$ cat config.mk
export PLATFORM = sky130hd
export DESIGN_NAME = lzd_queue
export DESIGN_NICKNAME = d
export VERILOG_FILES = /design/src/sv/lzd_pkg.sv /design/src/sv/lzd_queue.sv
export SDC_FILE = /design/constraint.sdc
export NUM_CORES = 1
export LEC_CHECK = 0
export ABC_AREA = 1
export BUFFER_PORTS_ARGS = -buffer_cell sky130_fd_sc_hd__buf_2
export CAP_MARGIN = 0
export CORE_MARGIN = 2
export CORE_UTILIZATION = 51
export CTS_CLUSTER_SIZE = 20
export DETAILED_ROUTE_END_ITERATION = 6
export PLACE_DENSITY = 0.78
export SYNTH_ARGS = -nofsm -noshare
export SYNTH_HDL_FRONTEND = slang
export SYNTH_SLANG_ARGS = --single-unit
$ cat constraint.sdc
create_clock -name clk -period 2.8 [get_ports clk]
set_clock_uncertainty 0.1 [all_clocks]
set_input_delay 0.42 -clock clk [delete_from_list [all_inputs] [get_ports clk]]
set_output_delay 0.42 -clock clk [all_outputs]
set_load 0.005 [all_outputs]
$ cat src/sv/lzd_pkg.sv
package lzd_pkg;

    // History window; the ring arithmetic assumes a power of two
    localparam int WINDOW_SIZE = 4096;
    localparam int ADDR_W      = $clog2(WINDOW_SIZE);
    localparam int MAX_MATCH   = 63;

    // Field widths of the channels
    localparam int DIST_W = 12;
    localparam int LEN_W  = 6;
    localparam int BYTE_W = 8;

    // Command queue between front and back
    localparam int QUEUE_DEPTH = 2;
    localparam int QPTR_W      = (QUEUE_DEPTH > 1) ? $clog2(QUEUE_DEPTH) : 1;
    localparam int QCNT_W      = $clog2(QUEUE_DEPTH + 1);

    // One classified triple, as the back end consumes it
    typedef struct packed {
        logic              is_copy;
        logic [ADDR_W-1:0] back_dist;
        logic [LEN_W-1:0]  len;
        logic [BYTE_W-1:0] literal;
    } cmd_t;

    // Queue occupancy flags
    typedef struct packed {
        logic full;
        logic empty;
    } q_stat_t;

    // Back end activity flags
    typedef struct packed {
        logic idle;
        logic in_copy;
    } bk_stat_t;

endpackage

$ cat src/sv/lzd_queue.sv
module lzd_queue (
    input  logic               clk,
    input  logic               rst_n,
    input  logic               push_valid,
    input  lzd_pkg::cmd_t      push_data,
    input  logic               pop_ready,
    output logic               pop_valid,
    output lzd_pkg::cmd_t      pop_data,
    output lzd_pkg::q_stat_t   stat
);
    import lzd_pkg::*;

    cmd_t              entry_reg [QUEUE_DEPTH];
    logic [QPTR_W-1:0] wr_ptr_reg, wr_ptr_next;
    logic [QPTR_W-1:0] rd_ptr_reg, rd_ptr_next;
    logic [QCNT_W-1:0] cnt_reg, cnt_next;
    logic              push;
    logic              pop;

    assign stat.full  = (cnt_reg == QCNT_W'(QUEUE_DEPTH));
    assign stat.empty = (cnt_reg == '0);
    assign pop_valid  = !stat.empty;
    assign pop_data   = entry_reg[rd_ptr_reg];
    assign push       = push_valid && !stat.full;
    assign pop        = pop_ready && pop_valid;

    // Advance pointers and count
    always_comb
    begin
        wr_ptr_next = wr_ptr_reg;
        rd_ptr_next = rd_ptr_reg;
        cnt_next    = cnt_reg;
        if (push)
        begin
            wr_ptr_next = (wr_ptr_reg == QPTR_W'(QUEUE_DEPTH - 1)) ? '0 : wr_ptr_reg + 1'b1;
        end
        if (pop)
        begin
            rd_ptr_next = (rd_ptr_reg == QPTR_W'(QUEUE_DEPTH - 1)) ? '0 : rd_ptr_reg + 1'b1;
        end
        if (push && !pop)
        begin
            cnt_next = cnt_reg + 1'b1;
        end
        else if (pop && !push)
        begin
            cnt_next = cnt_reg - 1'b1;
        end
    end

    always_ff @(posedge clk or negedge rst_n)
    begin
        if (!rst_n)
        begin
            wr_ptr_reg <= '0;
            rd_ptr_reg <= '0;
            cnt_reg    <= '0;
        end
        else
        begin
            wr_ptr_reg <= wr_ptr_next;
            rd_ptr_reg <= rd_ptr_next;
            cnt_reg    <= cnt_next;
        end
    end

    // Hold the queued commands
    always_ff @(posedge clk)
    begin
        if (push)
        begin
            entry_reg[wr_ptr_reg] <= push_data;
        end
    end

endmodule

==> out/summary.txt, run 1 <==
Status: complete, no violations
Hold path startpoint: push_data[21]
Int Power: 0.00181 W
Clock slew at reported path FFs: 0.06 ns
Final slew viol count: 0
Clk network pwr share: 0.218
Total gr overflow: 0
Psw: 0.000885 W
Max Fanout on Critical Path: 28
Clk sinks: 58
Final setup viols: 0
Syn Inst Count: 173
Initial antenna violation count: 0
Slew HR: 0.653
Simple-gate portion of the synthesized area: 0.173
Number of global-route vias before repair: 1476
CTS Root Cell: clkbuf_8
Starting DRT DRC Count: 87
Pwr Density: 995 nW/um2
# diodes: 0
Syn Nets: 205
Sequential Power Share: 0.465
Vias/cell: 4.81
Max Fclk: 0.522 GHz
Leakage power: 1.23 nW
Die Wd: 69.6 um
Crit Path Class: reg -> out
Crit path from: rd_ptr_reg$_DFFE_PN0P_
Area Overhead vs Synth: 23.5%
RSZ-0062 raised after global routing: false
Core footprint: 4060 um2
DRC violations left: 0
Max reg flops: 54
Worst slew pin tran: 0.521 ns
DR pass1 iterations: 4
Post-synthesis sequential element count: 58
Storage cell area: 1720 um2
Synth Area in XOR/XNOR: 0.00399
Combinational power share: 0.316
Synth top area cells: edfxtp_1, nand2_1, dfrtp_1
Clock tree buffer depth: 2
Final worst path period share: 0.684
CTS Buf Count: 9
Register area share after synthesis: 0.784
Nets: 275
Synth top area share: 0.739
CTS tree: yes
Mean Syn Cell Area: 12.7 um2
Critical Path Sink Type: primary output
Largest net degree at the start of global routing: 29
Post-DP HPWL: 2.69 mm
First-pass GRT wire length: 6.49 mm
Hold WC Path Type: in -> reg
Reg-to-Reg Start: cnt_reg[0]$_DFFE_PN0P_
Tmin final: 1.92 ns
ANT nets after route: 0
Multi-input logic area: 409 um2
EDFF count, synth: 54
Switch share: 0.328
Data required time of the worst path: 2.28 ns
Worst vdd ir: 0.000582 V
Synth cell types: 14
H-tree level count: 3
Fin Hold WS: 0.191 ns
Synth Area in Adders: 0.00570
Area leader, netlist: edfxtp_1
Skew-Pair Late Insertion Delay: 0.31 ns
Mux cell area share after synthesis: 0
Post-Route WL: 3.95 mm
Synth cell count leaders: nand2_1, edfxtp_1, inv_1
Most common flop cell mapped by yosys: edfxtp_1
Top Ports: 61
Via count: 1429
Max Cap Viol: 0
Total track usage: 0.179
Final Hold Viols: 0
Die ar.: 4840 um2
Starting Density: 0.541
Ys Warns: 0
Fraction of layout cells with a size suffix above 1: 0.328
Routed len/inst: 13.3 um
Fin Setup TNS: 0 ns
Die height: 69.6 um
IO buf count: 60
CP Launch Type: flip-flop
CP arrival: 1.40 ns
Core Rows: 23
Ys async rst share: 0.0690
Mapped cell area: 2190 um2
Largest family of logic cells by synthesized area: simple AND/OR/NAND/NOR gates
Compound-Gate Fraction of Synth Area: 0.00228
Cells resized by post-CTS repair: 0
Top-count cell post-synth: nand2_1
Placer Congestion: 0.869
Fill count: 316
==> power groups by stage <==
stage / registers [W] / logic [W] / clock network, W
finish: 0.00125 / 0.000853 / 0.000588
global route: 0.00127 / 0.000970 / 0.000642
CTS: 0.00126 / 0.000868 / 0.000610
detailed placement: 0.00127 / 0.000863 / 0
global placement: 0.00126 / 0.000843 / 0
floorplan: 0.00126 / 0.000514 / 0
==> worst max-delay path: stages, from the launching register on <==
cell and delay (ns):
dfrtp_1 0.38, inv_2 0.38, nand2_1 0.11, nand2_1 0.10, buf_2 0.11
==> what timing repair did <==
action / CTS / global route
hold buffers: 1 / 0
buffers inserted: 0 / 0
endpoints found under the setup margin: 0 / 0
endpoints found under the hold margin: 4 / 0
==> cell usage in the layout (no fill, tap or decap) <==
cell,Yosys,layout
nand2_1,91,91
buf_2,2,60
edfxtp_1,54,54
clkbuf_8,0,9
inv_1,7,7
nor2_2,3,4
dfrtp_1,4,4
clkinv_2,0,3
buf_4,3,3
inv_2,2,2
nand3_1,2,2
clkinv_1,0,2
o21ai_0,1,1
xnor2_1,1,1
nand4_1,1,1
ha_1,1,1
clkbuf_1,0,1
dlygate4sd3_1,0,1
==> logic make-up after synthesis <==
family                   Yosys count
AO/OA/AOI/OAI                      1
XOR/XNOR                           1
adder cells (fa/ha/maj)            1
buffers and inverters             14
flip-flops                        58
AND/OR/NAND/NOR                   98
==> stage by stage <==
step	power, W	setup WS [ns]	cells	util	instance area [um2]
2_1_floorplan	0.00177	0.551	173	-	2190
3_3_place_gp	0.00210	0.956	281	0.628	2550
3_5_place_dp	0.00214	0.927	281	0.628	2550
4_1_cts	0.00274	0.856	297	0.668	2710
5_1_grt	0.00289	0.749	297	0.668	2710
6_report	0.00270	0.884	297	0.668	2710
==> routing by layer <==
metal	up-vias	global-route usage	routed length, um
met4	0	0.107	33
met3	4	0.0523	234
met5	-	0	0
li1	711	-	-
met2	49	0.300	2110
met1	665	0.202	1570
==> path summary, 6_finish.rpt <==
path | end | slack [ns] | cells after the start
max in group asynchronous | cnt_reg[1]$_DFFE_PN0P_ | 2.14 | 2
hold / removal | entry_reg[1][21]$_DFFE_PP_ | 0.19 | 1
min in group asynchronous | rd_ptr_reg$_DFFE_PN0P_ | 0.33 | 2
hold reg to reg | wr_ptr_reg$_DFFE_PN0P_ | 0.39 | 2
setup reg to reg | entry_reg[1][19]$_DFFE_PP_ | 0.94 | 3
setup / recovery | pop_data[10] | 0.88 | 4
==> cell type report <==
type | instances | share of cell area
timing repair buffer | 64 | 0.123
clock inverter | 5 | 0.00831
clock buffer | 10 | 0.0471
sequential | 58 | 0.635
multi-input combinational | 101 | 0.151
inverter | 9 | 0.0125
tap | 50 | 0.0231
Power figures use the tool's default switching activity.
==> run 2: changes to the inputs <==
==> constraint.sdc (replaced) <==
create_clock -name clk -period 1.9 [get_ports clk]
set_clock_uncertainty 0.1 [all_clocks]
set_input_delay 0.285 -clock clk [delete_from_list [all_inputs] [get_ports clk]]
set_output_delay 0.285 -clock clk [all_outputs]
set_load 0.005 [all_outputs]
==> out/summary.txt, run 2 (synthesis gave the netlist of run 1 again) <==
H-tree level count: 3 (unchanged)
Core footprint: 4060 um2 (unchanged)
Via count: 1411 (-1.3%)
CP max stage delay: 0.39 ns (about the same)
CP endpoint: pop_data[3]
Most frequent cells in the layout: nand2_1, buf_2, edfxtp_1
Pwr Density: 1460 nW/um2 (+46%)
Die ar.: 4840 um2 (unchanged)
# diodes: 0 (unchanged)
Core Rows: 23 (unchanged)
IO buf count: 60 (unchanged)
CTS Buf Count: 9 (unchanged)
Skew-Pair Late Insertion Delay: 0.32 ns (about the same)
Number of global-route vias before repair: 1298 (-12%)
Nets: 276 (+0.36%)
Clk sinks: 58 (unchanged)
Detailed route wirelength on metal2: 1.78 mm (-15%)
Finished Core Util: 0.671 (+0.00308)
Reg-to-Reg Start: cnt_reg[1]$_DFFE_PN0P_
Initial antenna violation count: 0 (unchanged)
Placer Congestion: 0.806 (-7.2%)
Die Wd: 69.6 um (unchanged)
Data required time of the worst path: 1.51 ns (-0.77 ns)
Worst vdd ir: 0.000791 V (+36%)
Clock tree buffer depth: 2 (unchanged)
Largest net degree at the start of global routing: 29 (unchanged)
Wl on met1: 1.58 mm (+0.64%)
Starting Density: 0.541 (unchanged)
Routed len/inst: 12.8 um (-3.8%)
Fin Setup TNS: 0 ns (unchanged)
Worst path depth: 4 (unchanged)
CTS Root Cell: clkbuf_8
Critical Path Sink Type: primary output
Slew HR: 0.785 (+0.132)
RSZ-0062 raised after global routing: false
DR WL met3: 302 um (+29%)
Worst setup margin: 0.194 ns (-0.690 ns)
Area Overhead vs Synth: 24.1%
Family with the most delay on the worst path: buffers and inverters
Top Ports: 61 (unchanged)
First-pass GRT wire length: 5.95 mm (-8.3%)
Commonest non-fill, non-tap cell in the layout: nand2_1
CP most frequent cell: nand2_1
Crit Path Class: reg -> out
CP cell instances: buf_4, nand2_1, nand2_1, buf_2
Final worst path period share: 0.898
Total gr overflow: 0 (unchanged)
Worst path bufs/invs: 2 (unchanged)
Reg2Reg Setup Slack: 0.40 ns (-0.54 ns)
Final setup viols: 0 (unchanged)
Tmin final: 1.71 ns
Total track usage: 0.166 (-0.0130)
Highest routed layer: met4
CP Launch Type: flip-flop
Hold WC Path Type: in -> reg
Vias/cell: 4.77 (-0.93%)
Worst slew pin tran: 0.319 ns (-0.202 ns)
Crit path from: rd_ptr_reg$_DFFE_PN0P_
Max Fclk: 0.586 GHz
Die height: 69.6 um (unchanged)
Starting DRT DRC Count: 75 (-14%)
Final slew viol count: 0 (unchanged)
Slowest CP cell: dfrtp_1
Status: complete, no violations
Setup Fix Bufs, Post-CTS: 0 (unchanged)
Final cell count without fillers: 296 (-0.34%)
DRC violations left: 0 (unchanged)
Max Fanout on Critical Path: 28 (unchanged)
DR pass1 iterations: 5 (+1)
Worst slack, placed: 0.414 ns (-0.514 ns)
DP Cell Count: 282 (+0.36%)
CP arrival: 1.32 ns (-0.08 ns)
Clock slew at reported path FFs: 0.06 ns (about the same)
ANT nets after route: 0 (unchanged)
Post-DP HPWL: 2.53 mm (-6.2%)
CTS tree: yes
Max Cap Viol: 0 (unchanged)
Final Hold Viols: 0 (unchanged)
Reg-to-Reg End: entry_reg[0][19]$_DFFE_PP_
Fill count: 302 (-4.4%)
Leakage power: 1.23 nW (about the same)
Reg2Reg Depth: 6 (+3)
Post-Route WL: 3.79 mm (-4.2%)
Fraction of layout cells with a size suffix above 1: 0.325 (-0.00273)
Max reg flops: 54 (unchanged)
-- run 2: power by group --
part	total [W]	switching, W	leakage [nW]	internal [W]
combinational	0.00127	0.000776	0.604	0.000498
clock	0.000841	0.000392	0.0722	0.000449
sequential	0.00185	0.000100	0.550	0.00175
total	0.00396	0.00127	1.23	0.00270
-- run 2: per-stage QoR --
| stage | power, W | instance area (um2) | hold slack, ns |
|---|---|---|---|
| final | 0.00396 | 2720 | 0.0527 |
| after global routing | 0.00423 | 2720 | 0.0353 |
| after CTS | 0.00400 | 2720 | 0.0371 |
| after detailed placement | 0.00316 | 2570 | -0.00457 |
| after global placement | 0.00313 | 2570 | -0.00508 |
| after floorplan | 0.00262 | 2200 | -0.111 |
-- run 2: worst min-delay path by stage --
stage	from	endpoint	slack (ns)	cells past startpoint
after floorplan	rst_n	cnt_reg[0]$_DFFE_PN0P_	-0.11	0
after global placement	rst_n	cnt_reg[1]$_DFFE_PN0P_	-0.005	1
after detailed placement	rst_n	cnt_reg[1]$_DFFE_PN0P_	-0.005	1
after CTS	push_data[24]	entry_reg[1][24]$_DFFE_PP_	0.04	1
after global routing	push_data[0]	entry_reg[0][0]$_DFFE_PP_	0.04	1
final	push_data[24]	entry_reg[1][24]$_DFFE_PP_	0.05	1
-- run 2: final cells by class --
type	count	area [um2]	share of cell area
clock buffer	12	135	0.0496
clock inverter	1	5.00	0.00184
inverter	9	36.3	0.0133
multi-input combinational	101	409	0.150
sequential	58	1720	0.632
tap	50	62.6	0.0230
timing repair buffer	65	353	0.130
-- run 2: timing repair --
item	in CTS	in global routing
hold endpoints to repair	4	0
endpoints found under the setup margin	0	1
resized for setup	0	2
hold buffers	1	0
-- run 2: routing by layer --
layer / GRT usage / vias to the layer above
li1: - / 714
met5: 0 / -
met1: 0.201 / 620
met3: 0.0480 / 12
met2: 0.256 / 65
met4: 0.115 / 0
